--- config.mk ---
export PLATFORM = sky130hd
export DESIGN_NAME = ternary_digit_neighbor_generator
export DESIGN_NICKNAME = d
export VERILOG_FILES = /design/src/rtl/tdn_pkg.sv /design/src/rtl/tdn_cell.sv /design/src/rtl/tdn_emitter.sv /design/src/rtl/ternary_digit_neighbor_generator.sv
export SDC_FILE = /design/constraint.sdc
export NUM_CORES = 2
export LEC_CHECK = 0
export ABC_AREA = 1
export ABC_CLOCK_PERIOD_IN_PS = 4200
export BUFFER_PORTS_ARGS = -buffer_cell sky130_fd_sc_hd__clkbuf_2
export CAP_MARGIN = 20
export CORE_MARGIN = 5
export CORE_UTILIZATION = 45
export DETAILED_ROUTE_END_ITERATION = 7
export GPL_ROUTABILITY_DRIVEN = 0
export SLEW_MARGIN = 25
export SYNTH_ARGS = -nofsm -noshare
export SYNTH_HDL_FRONTEND = slang
export SYNTH_SLANG_ARGS = --single-unit
--- constraint.sdc ---
create_clock -name clock -period 4.2 [get_ports clock]
set_input_delay 0.21 -clock clock [delete_from_list [all_inputs] [get_ports clock]]
set_output_delay 0.21 -clock clock [all_outputs]
set_load 0.1 [all_outputs]
--- src/rtl/tdn_pkg.sv ---
// ----------------------------------------------------------------------------
// Ternary digit neighbor generator package
// Widths, powers of three and shared types for the decoder cells and the
// result emitter.
// ----------------------------------------------------------------------------
package tdn_pkg;

   localparam int IDX_W          = 26;
   localparam int POS_W          = 4;
   localparam int VAL_W          = 2;
   localparam int ACC_W          = IDX_W + 1;
   localparam int MAX_POSITIONS  = 16;
   localparam int NUM_CELLS      = 17;
   localparam int DIGITS_DEFAULT = 16;

   localparam logic [VAL_W-1:0] DIG_ZERO = 2'd0;
   localparam logic [VAL_W-1:0] DIG_ONE  = 2'd1;
   localparam logic [VAL_W-1:0] DIG_TWO  = 2'd2;

   typedef logic [ACC_W-1:0] pow_table_type [NUM_CELLS];

   typedef struct packed {
      logic             valid;
      logic [IDX_W-1:0] rem;
      logic [IDX_W-1:0] red;
   } link_type;

   function automatic pow_table_type pow3_table();
      pow_table_type tbl;
      logic [ACC_W-1:0] p;
      p = ACC_W'(1);
      for (int i = 0; i < NUM_CELLS; i++) begin
         tbl[i] = p;
         p = ACC_W'(p * ACC_W'(3));
      end
      return tbl;
   endfunction

   localparam pow_table_type POW3 = pow3_table();

   function automatic logic [ACC_W-1:0] digit_times_pow(logic [VAL_W-1:0] d,
                                                        logic [ACC_W-1:0] p);
      logic [ACC_W-1:0] r;
      case (d)
         DIG_ONE: r = p;
         DIG_TWO: r = p << 1;
         default: r = '0;
      endcase
      return r;
   endfunction

endpackage

--- src/rtl/tdn_cell.sv ---
// ----------------------------------------------------------------------------
// Ternary decoder cell
// Extracts one base-3 digit by comparing against a fixed power of three and
// hands the remainder to the next lower cell. The digit is held until the
// next item passes through.
// ----------------------------------------------------------------------------
module tdn_cell #(
   parameter int POSITION = 0,
   parameter bit TAP      = 1'b0
) (
   input  logic                    clock,
   input  logic                    reset,
   input  tdn_pkg::link_type       link_in,
   output tdn_pkg::link_type       link_out,
   output logic [tdn_pkg::VAL_W-1:0] digit
);
   import tdn_pkg::*;

   localparam logic [ACC_W-1:0] P1 = POW3[POSITION];
   localparam logic [ACC_W-1:0] P2 = P1 << 1;

   logic             valid_ff;
   logic [IDX_W-1:0] rem_ff, rem_in;
   logic [IDX_W-1:0] red_ff, red_in;
   logic [VAL_W-1:0] digit_ff, digit_in;
   logic [ACC_W-1:0] rem_ext, sub, rem_nx;

   always_comb begin
      rem_ext = {1'b0, link_in.rem};
      if (rem_ext >= P2) begin
         digit_in = DIG_TWO;
         sub      = P2;
      end else if (rem_ext >= P1) begin
         digit_in = DIG_ONE;
         sub      = P1;
      end else begin
         digit_in = DIG_ZERO;
         sub      = '0;
      end
      rem_nx = rem_ext - sub;
      rem_in = rem_nx[IDX_W-1:0];
      red_in = TAP ? rem_nx[IDX_W-1:0] : link_in.red;
   end

   always_ff @(posedge clock) begin
      if (reset) begin
         valid_ff <= 1'b0;
      end else begin
         valid_ff <= link_in.valid;
      end
   end

   always_ff @(posedge clock) begin
      if (link_in.valid) begin
         rem_ff   <= rem_in;
         red_ff   <= red_in;
         digit_ff <= digit_in;
      end
   end

   assign link_out = '{valid: valid_ff, rem: rem_ff, red: red_ff};
   assign digit    = digit_ff;

endmodule

--- src/rtl/tdn_emitter.sv ---
// ----------------------------------------------------------------------------
// Neighbor result emitter
// Takes the decoded digits and the reduced index, then walks every position
// and digit value, producing one neighbor per cycle from a running sum.
// ----------------------------------------------------------------------------
module tdn_emitter #(
   parameter int NP = tdn_pkg::MAX_POSITIONS
) (
   input  logic                      clock,
   input  logic                      reset,
   input  logic                      dec_valid,
   input  logic [tdn_pkg::IDX_W-1:0] dec_red,
   input  logic [tdn_pkg::VAL_W-1:0] dec_digits [NP],
   output logic                      hold,
   output logic                      rsp_valid,
   output logic [tdn_pkg::IDX_W-1:0] rsp_neighbor_index,
   output logic [tdn_pkg::POS_W-1:0] rsp_digit_position,
   output logic [tdn_pkg::VAL_W-1:0] rsp_digit_value,
   output logic                      rsp_is_original,
   output logic                      rsp_last_result
);
   import tdn_pkg::*;

   localparam logic [POS_W-1:0] POS_LAST = POS_W'(NP - 1);

   logic             active_ff, active_in;
   logic             hold_ff, hold_in;
   logic [POS_W-1:0] pos_ff, pos_in;
   logic [VAL_W-1:0] val_ff, val_in;
   logic [ACC_W-1:0] acc_ff, acc_in;
   logic [IDX_W-1:0] red_ff, red_in;
   logic [VAL_W-1:0] digs_ff [0:NP];
   logic [VAL_W-1:0] digs_in [0:NP];

   logic             rsp_valid_ff, rsp_valid_in;
   logic [IDX_W-1:0] nbr_ff, nbr_in;
   logic [POS_W-1:0] rpos_ff, rpos_in;
   logic [VAL_W-1:0] rval_ff, rval_in;
   logic             orig_ff, orig_in;
   logic             last_ff, last_in;

   logic             last_now, free, pend, load;
   logic [POS_W:0]   pos_nx;

   always_comb begin
      last_now = active_ff && (pos_ff == POS_LAST) && (val_ff == DIG_TWO);
      free     = !active_ff || last_now;
      pend     = dec_valid || hold_ff;
      load     = pend && free;
      pos_nx   = {1'b0, pos_ff} + (POS_W+1)'(1);

      active_in = active_ff;
      pos_in    = pos_ff;
      val_in    = val_ff;
      acc_in    = acc_ff;
      red_in    = red_ff;
      digs_in   = digs_ff;
      hold_in   = pend && !free;

      rsp_valid_in = active_ff;
      nbr_in       = acc_ff[IDX_W-1:0];
      rpos_in      = pos_ff;
      rval_in      = val_ff;
      orig_in      = (val_ff == digs_ff[0]);
      last_in      = last_now;

      if (active_ff) begin
         if (val_ff != DIG_TWO) begin
            val_in = val_ff + VAL_W'(1);
            acc_in = acc_ff + POW3[{1'b0, pos_ff}];
         end else begin
            pos_in = pos_nx[POS_W-1:0];
            val_in = DIG_ZERO;
            acc_in = {1'b0, red_ff} - digit_times_pow(digs_ff[1], POW3[pos_nx]);
            for (int j = 0; j < NP; j++) begin
               digs_in[j] = digs_ff[j+1];
            end
            digs_in[NP] = DIG_ZERO;
            active_in   = !last_now;
         end
      end

      if (load) begin
         active_in = 1'b1;
         pos_in    = '0;
         val_in    = DIG_ZERO;
         red_in    = dec_red;
         acc_in    = {1'b0, dec_red} - digit_times_pow(dec_digits[0], POW3[0]);
         for (int j = 0; j < NP; j++) begin
            digs_in[j] = dec_digits[j];
         end
         digs_in[NP] = DIG_ZERO;
      end
   end

   always_ff @(posedge clock) begin
      if (reset) begin
         active_ff    <= 1'b0;
         hold_ff      <= 1'b0;
         rsp_valid_ff <= 1'b0;
      end else begin
         active_ff    <= active_in;
         hold_ff      <= hold_in;
         rsp_valid_ff <= rsp_valid_in;
      end
   end

   always_ff @(posedge clock) begin
      pos_ff  <= pos_in;
      val_ff  <= val_in;
      acc_ff  <= acc_in;
      red_ff  <= red_in;
      digs_ff <= digs_in;
      nbr_ff  <= nbr_in;
      rpos_ff <= rpos_in;
      rval_ff <= rval_in;
      orig_ff <= orig_in;
      last_ff <= last_in;
   end

   assign hold               = hold_ff;
   assign rsp_valid          = rsp_valid_ff;
   assign rsp_neighbor_index = nbr_ff;
   assign rsp_digit_position = rpos_ff;
   assign rsp_digit_value    = rval_ff;
   assign rsp_is_original    = orig_ff;
   assign rsp_last_result    = last_ff;

endmodule

--- src/rtl/ternary_digit_neighbor_generator.sv ---
// An accepted item passes through the 17-cell decoder chain and, with the emitter idle,
// is loaded at once; its 3*min(DIGITS,16) results then follow on consecutive cycles.
// A new item is taken only while busy is low, once the previous one has left the
// decoder chain and been loaded by the emitter, which produces one result per cycle.
// Reset clears all valid flags; busy is low and no result is shown after reset.
// The receiver cannot stall; results leave on consecutive cycles without gaps.
// ----------------------------------------------------------------------------
// Ternary digit neighbor generator
// Decodes an index into base-3 digits through a chain of cells, then lists every
// single-digit replacement of the index modulo 3^DIGITS in its low min(DIGITS,16) digits.
// ----------------------------------------------------------------------------
module ternary_digit_neighbor_generator #(
   parameter int DIGITS = tdn_pkg::DIGITS_DEFAULT
) (
   input  logic                      clock,
   input  logic                      reset,
   input  logic                      start,
   output logic                      busy,
   input  logic [tdn_pkg::IDX_W-1:0] req_genome_index,
   output logic                      rsp_valid,
   output logic [tdn_pkg::IDX_W-1:0] rsp_neighbor_index,
   output logic [tdn_pkg::POS_W-1:0] rsp_digit_position,
   output logic [tdn_pkg::VAL_W-1:0] rsp_digit_value,
   output logic                      rsp_is_original,
   output logic                      rsp_last_result
);
   import tdn_pkg::*;

   localparam int NP = (DIGITS > MAX_POSITIONS) ? MAX_POSITIONS : DIGITS;

   link_type         link [0:NUM_CELLS];
   logic [VAL_W-1:0] cell_digit [NUM_CELLS];
   logic [VAL_W-1:0] dec_digits [NP];
   logic             any_valid;
   logic             hold;

   assign link[NUM_CELLS] = '{valid: start && !busy,
                              rem:   req_genome_index,
                              red:   req_genome_index};

   for (genvar k = 0; k < NUM_CELLS; k++) begin : g_cell
      tdn_cell #(
         .POSITION (k),
         .TAP      (k == DIGITS)
      ) u_cell (
         .clock    (clock),
         .reset    (reset),
         .link_in  (link[k+1]),
         .link_out (link[k]),
         .digit    (cell_digit[k])
      );
   end

   for (genvar j = 0; j < NP; j++) begin : g_dig
      assign dec_digits[j] = cell_digit[j];
   end

   always_comb begin
      any_valid = 1'b0;
      for (int k = 0; k < NUM_CELLS; k++) begin
         any_valid = any_valid | link[k].valid;
      end
   end

   assign busy = any_valid || hold;

   tdn_emitter #(
      .NP (NP)
   ) u_emitter (
      .clock              (clock),
      .reset              (reset),
      .dec_valid          (link[0].valid),
      .dec_red            (link[0].red),
      .dec_digits         (dec_digits),
      .hold               (hold),
      .rsp_valid          (rsp_valid),
      .rsp_neighbor_index (rsp_neighbor_index),
      .rsp_digit_position (rsp_digit_position),
      .rsp_digit_value    (rsp_digit_value),
      .rsp_is_original    (rsp_is_original),
      .rsp_last_result    (rsp_last_result)
   );

endmodule

Word level (Yosys, flattened, before mapping)

Memory sizes are Yosys's and may differ from the RTL's.
Cells that the tools add are included.

Add/subtract/negate cells: 21
Magnitude comparators: 36
Eq/ne operators: 9
Multiplexer cells: 67
Bitwise operators: 19
Reductions and logical operators: 15

Operators with widths:

| kind                                                                    | number |
|---|---|
| 26-bit subtractor                                                       | 16 |
| 27-bit 2-to-1 mux                                                       | 10 |
| 34-bit 2-to-1 mux                                                       | 3 |
| 27-bit one-hot mux with 2 select lines                                  | 1 |
| 26-bit by 27-bit subtractor with 27-bit output                          | 2 |
| 26-bit by 13-bit >= comparator with 1-bit output, second input constant | 2 |
| 26-bit by 16-bit >= comparator with 1-bit output, second input constant | 2 |
| 26-bit by 2-bit >= comparator with 1-bit output, second input constant  | 2 |
| 26-bit by 21-bit >= comparator with 1-bit output, second input constant | 2 |
| 26-bit by 24-bit >= comparator with 1-bit output, second input constant | 2 |
| 26-bit by 5-bit >= comparator with 1-bit output, second input constant  | 2 |
| 26-bit by 8-bit >= comparator with 1-bit output, second input constant  | 2 |
| 26-bit 2-to-1 mux                                                       | 2 |
| 24-bit 2-to-1 mux                                                       | 2 |
| 21-bit 2-to-1 mux                                                       | 2 |
| 16-bit 2-to-1 mux                                                       | 2 |
| 27-bit adder                                                            | 1 |
| 26-bit by 27-bit >= comparator with 1-bit output, second input constant | 1 |
| 26-bit by 1-bit >= comparator with 1-bit output, second input constant  | 1 |
| 26-bit by 10-bit >= comparator with 1-bit output, second input constant | 1 |
| 26-bit by 11-bit >= comparator with 1-bit output, second input constant | 1 |
| 26-bit by 12-bit >= comparator with 1-bit output, second input constant | 1 |
| 26-bit by 14-bit >= comparator with 1-bit output, second input constant | 1 |
| 26-bit by 15-bit >= comparator with 1-bit output, second input constant | 1 |
| other kinds (54)                                                        | 105 |

Bits in registers: 1009
Bits in read-only memories: 1728
Input bits: 29
Output and inout bits: 36
Logic and storage cells: 262
Memories kept: 2

Memory list:

| name             | words | bits a word | read ports | clocked after memory_dff | write ports | RTL line          | RTL |
|---|---|---|---|---|---|---|---|
| (name not given) | 32    | 27          | 1          | 0                        | 0           | tdn_emitter.sv:70 | `acc_in = acc_ff + POW3[{1'b0, pos_ff}];` |
| (name not given) | 32    | 27          | 1          | 0                        | 0           | tdn_emitter.sv:74 | `acc_in = {1'b0, red_ff} - digit_times_pow(digs_ff[1], POW3[pos_nx]);` |

Longest topological paths before layout

Word-level depth: 19
Mapped depth: 27

Hierarchy

Synthesis repeated with hierarchy kept, for this count alone.

Cells, all modules: 7194
Area total of the unflattened synthesis: 60940.9 µm²

By module, submodules not included:

| module                       | times used | cells an instance | area each (µm²) |
|---|---|---|---|
| tdn_emitter                  | 1          | 1356              | 9251.4 |
| tdn_cell (g_cell[15].u_cell) | 1          | 492               | 3728.6 |
| tdn_cell (g_cell[14].u_cell) | 1          | 483               | 3666.0 |
| tdn_cell (g_cell[13].u_cell) | 1          | 445               | 3549.7 |
| tdn_cell (g_cell[11].u_cell) | 1          | 435               | 3519.6 |
| tdn_cell (g_cell[9].u_cell)  | 1          | 395               | 3226.8 |
| tdn_cell (g_cell[10].u_cell) | 1          | 338               | 3123.0 |
| tdn_cell (g_cell[7].u_cell)  | 1          | 357               | 3085.5 |
| tdn_cell (g_cell[12].u_cell) | 1          | 324               | 3059.2 |
| tdn_cell (g_cell[8].u_cell)  | 1          | 310               | 3042.9 |
| tdn_cell (g_cell[6].u_cell)  | 1          | 329               | 2994.1 |
| tdn_cell (g_cell[5].u_cell)  | 1          | 316               | 2934.1 |
| tdn_cell (g_cell[3].u_cell)  | 1          | 274               | 2781.4 |
| tdn_cell (g_cell[4].u_cell)  | 1          | 260               | 2720.1 |
| +5 rows                      | --         | --                | -- |

Worst setup path before layout

Ideal clock, no wire load.

Path type: register -> register
Start point: reg g_cell[4].u_cell.valid_ff
End point: reg g_cell[16].u_cell.rem_ff[0] (enable)
Setup time: 409 ps
Arrival time: 4070 ps
Required time: 3791 ps
Setup slack: -279 ps
Stages on the path, launching flop included: 6
Clock period less this slack: 4479 ps
Cells stage by stage: dfxtp_1 nor3_1 nand3_1 nor4_1 nand4_1 nor2_1

RTL lines:

| item                   | RTL line       | RTL |
|---|---|---|
| from (decl)            | tdn_cell.sv:22 | `logic valid_ff;` |
| from (signal assigned) | tdn_cell.sv:49 | `valid_ff <= link_in.valid;` |
| to (signal assigned)   | tdn_cell.sv:55 | `rem_ff <= rem_in;` |
| to (decl)              | tdn_cell.sv:23 | `logic [IDX_W-1:0] rem_ff, rem_in;` |

Worst setup path after layout

Start point: reg g_cell[12].u_cell.rem_ff[20]
End point: reg g_cell[11].u_cell.rem_ff[18], data pin

Word-level cells in the longest chain between the ends: 4
Elaborated cells between the ends (all ways): 5
Classes of those cells: add/sub (1); order compare (2); mux (2)

Ends and longest elaborated chain:

| item                                             | RTL line       | RTL |
|---|---|---|
| from (decl)                                      | tdn_cell.sv:23 |  |
| from (signal assigned)                           | tdn_cell.sv:55 |  |
| 26-bit by 18-bit >= comparator with 1-bit output | tdn_cell.sv:33 | `end else if (rem_ext >= P1) begin` |
| 18-bit 2-to-1 mux                                | tdn_cell.sv:33 |  |
| 19-bit 2-to-1 mux *                              | tdn_cell.sv:30 | `if (rem_ext >= P2) begin` |
| 26-bit subtractor *                              | tdn_cell.sv:40 | `rem_nx = rem_ext - sub;` |
| net g_cell[11].u_cell.rem_nx[18]                 | tdn_cell.sv:26 | `logic [ACC_W-1:0] rem_ext, sub, rem_nx;` |
| to (signal assigned)                             | tdn_cell.sv:55 |  |
| to (decl)                                        | tdn_cell.sv:23 |  |

The timed path passes the listed nets; every way through them passes the cells marked *.
A chain may end at the register's enable or synchronous reset.

==> impl_metrics.toml <==
[yosys]
ys_seq_area_share_pct = 57.74
async_flop_share_pct = 0
synth_nets = 5259
synth_edf_count = 948
syn_inst = 4972
syn_avg_cell_area_sq_um = 10.33
synth_ff_type = "edfxtp_1"
synth_cell_types = 66
synth_area_sq_um = 51380
yosys_warnings = 0
ys_ff_latch = 1008

[floorplan]
dieArea_sq_um = 121000
initial_core_util_pct = 45.12
core_area_sq_um = 113900
ios = 65
die_y_um = 347.9
chipWidth_um = 347.9
std_cell_rows = 124

[min_path]
hold_depth = 3
hold_path_class = "in2reg"
min_from = "req_genome_index[13]"

[drt]
routed_wl_mm = 115.5
routed_via_density = 5.226
drc = 0
dr.pass1.iters = 5
num_vias = 35540
wire_per_inst_um = 16.98
first_iter_violations = 2407
ant_nets = 0

[cts]
htree_levels = 3
cts_tree = "done"
clkTransAtPathRegs_ns = 0.06
max-clock-path-buffers = 3
cts_inserted_buffers = 106
cts_sinks = 1008
root_buffer = "clkbuf_16"
worstSkewPairLatency_ns = 0.69

[pwr]
leakage_nw = 22.51
worst_ir_drop_vdd_mv = 0.5080
power.density_nw_per_um2 = 391.3

[timing]
setup_ws_ns = 0.3200
setup_viol = 0
skew_ns = 0.03282
period_minus_slack_ns = 3.880
max_slew.worst_pin.slew_ns = 0.7332
hold_viol_final = 0
max_freq_ghz = 0.2577
slew-limit-headroom_pct = 50.61
min_period_over_period_pct = 92.38
drv_slew = 0

[grt]
grt_use_total_pct = 18.72
gr-total-overflow = 0
grt_pass1_wl_mm = 183.3
antenna_found_initial = 1
grt_max_degree = 56
grt_pass1_vias = 34440

[place]
dp_hpwl_mm = 88.75
dpl_cell_area_sq_um = 54050
portBuffers = 64
place_ws_ns = 0.2142

[critical_path]
crit_type = "reg2reg"
worstPathMaxFanout = 4
critPathLaunch = "g_cell[12].u_cell.rem_ff[20]"
rr_worst_depth = 18
start_kind = "register"
endpoint_kind = "register"
arrival_ns = 4.32
critical_path_required_ns = 4.64
critical_path.reg2reg.startpoint = "g_cell[12].u_cell.rem_ff[20]"

[outcome]
outcome = "finished clean"

[finish]
layout-drive-gt1-share_pct = 7.526
multiInputGateArea_sq_um = 19430
final_area_sq_um = 57970
fillerInstances = 10160
area.growth.synth_to_final_pct = 12.82
seq_area_sq_um = 29690
final_net_count = 5485

[flow_run]
cap_violations = 0
## power by group
part	switching, W	internal (W)
clock	0.00391	0.00569
sequential	0.000140	0.0111
combinational	0.00119	0.000626
## layout make-up
cell class	instances	share of cell area [%]
Sequential cell	1008	51.21
Multi-Input combinational cell	3322	33.52
Clock buffer	119	4.697
Inverter	606	3.924
Tap cell	1512	3.263
Timing Repair Buffer	154	1.783
Clock inverter	79	1.601
Antenna cell	1	0.004317
## layout by cell type (no fill, tap or decap), types with 15 or more instances in the layout
cell type,synthesis,final
nand3_1,203,202
o21ai_1,17,23
nand2_1,858,857
buf_4,1,75
nor2_1,531,523
o21bai_1,28,27
bufinv_16,0,16
clkbuf_2,0,64
clkinv_1,0,27
fa_1,18,18
nand3b_1,15,15
edfxtp_1,948,948
nand4_1,94,94
inv_1,599,597
a21oi_1,312,310
clkbuf_16,0,107
nor3_1,111,109
a31oi_1,32,32
clkinv_2,0,15
nor4_1,62,57
dfxtp_2,0,15
o211ai_1,27,27
dlygate4sd3_1,0,15
ha_1,240,238
o21ai_0,220,213
dfxtp_1,60,45
xor2_1,242,242
xnor2_1,133,132
## metal layers
metal / global-route usage [%] / part of all wire (%)
met1: 24.26 / 43
met4: 6.497 / 3.6
met3: 2.542 / 4.5
met5: 0 / 0
met2: 32.46 / 49
## critical path, stage by stage, from the launching register on
cell,delay (ns)
edfxtp_1,0.43
nor2_1,0.19
inv_1,0.12
nor3_1,0.24
inv_1,0.09
nor2_1,0.11
inv_1,0.06
a311oi_2,0.27
nor2_1,0.09
ha_1,0.24
fa_1,0.48
nor2_1,0.12
nor2_1,0.07
o31ai_1,0.27
buf_4,0.19
a21oi_1,0.08
o21ai_0,0.29
a21oi_1,0.13
xor2_1,0.16
## final timing paths
path,endpoint,slack (ns)
worst min register to register,g_cell[5].u_cell.red_ff[14],0.39
worst max-delay path,g_cell[11].u_cell.rem_ff[18],0.32
worst min-delay path,g_cell[16].u_cell.rem_ff[13],0.08
worst max register to register,g_cell[11].u_cell.rem_ff[18],0.32
## state kept, by name (all words and copies together), names as in the netlist, 2 cells and up
| register | flops |
|---|---|
| u_emitter.rval_in | 2 |
| u_emitter.rsp_digit_value | 2 |
| g_cell.u_cell.red_ff | 416 |
| u_emitter.acc_ff | 26 |
| u_emitter.rsp_neighbor_index | 26 |
| u_emitter.digs_ff | 32 |
| u_emitter.rsp_digit_position | 4 |
| u_emitter.red_ff | 26 |
| g_cell.u_cell.valid_ff | 17 |
| g_cell.u_cell.digit | 32 |
| u_emitter.pos_ff | 4 |
| g_cell.u_cell.rem_ff | 416 |
## through the flow
| stage | hold slack (ns) | setup TNS, ns | total power (W) | utilization, % | std cells |
|---|---|---|---|---|---|
| 4_1_cts | 0.01366 | 0 | 0.02294 | 50.80 | 6800 |
| 3_5_place_dp | 0.3939 | 0 | 0.01326 | 47.46 | 6587 |
| 6_report | 0.08068 | 0 | 0.02269 | 50.91 | 6801 |
| 2_1_floorplan | 0.3546 | 0 | 0.01270 | - | 4972 |
| 5_1_grt | 0.04857 | -0.01157 | 0.02360 | 50.91 | 6801 |
| 3_3_place_gp | 0.3965 | 0 | 0.01325 | 47.46 | 6587 |
## what timing repair did
item,in CTS,in global routing
setup buffers,0,0
hold buffers,15,0
setup endpoints to repair,0,43
gates resized for setup,0,35
hold endpoints to repair,14,0
## cell families (layout without fill, tap and decap cells)
logic type,Yosys count,after routing,share of synthesized area (%)
other cells,0,1,0
buf+inv,642,958,4.722
simple gates,1939,1939,16.28
compound gates,750,750,8.321
xor+xnor,375,375,6.392
flops,1008,1008,57.74
fa+ha+maj,258,258,6.546
## synthesized netlist by cell type, types with 4 or more instances
master      n  area share, %
fa_1       18           0.70
o211ai_1   27           0.39
a31oi_1    32           0.39
o221ai_1    4          0.068
nor3_1    111            1.1
nand2_1   858            6.3
o22ai_1     4          0.049
and3_1      9           0.11
nor2_2      6          0.073
o21ai_0   220            2.1
xor2_1    242            4.1
nand3_1   203            2.0
nor2_1    531            3.9
edfxtp_1  948             55
nand3b_1   15           0.22
nor4_1     62           0.75
a311oi_1    4          0.068
dfxtp_1    60            2.3
a221oi_1    4          0.068
o21ai_1    17           0.17
inv_2       7          0.051
o21bai_1   28           0.41
a21oi_1   312            3.0
nand2_4     4          0.088
a21boi_0   10           0.15
nand2_2     9           0.11
a21o_1     12           0.18
nor3b_1     5          0.073
clkbuf_1   24           0.18
buf_2      10          0.097
inv_1     599            4.4
o31ai_1    14           0.20
xnor2_1   133            2.3
a211oi_1   13           0.19
o21a_1     11           0.16
and2_1      7          0.085
ha_1      240            5.8
nand4_1    94            1.1
a22oi_1     7           0.10
or2_2      14           0.17
No activity file was read; power rests on OpenSTA's default activity.
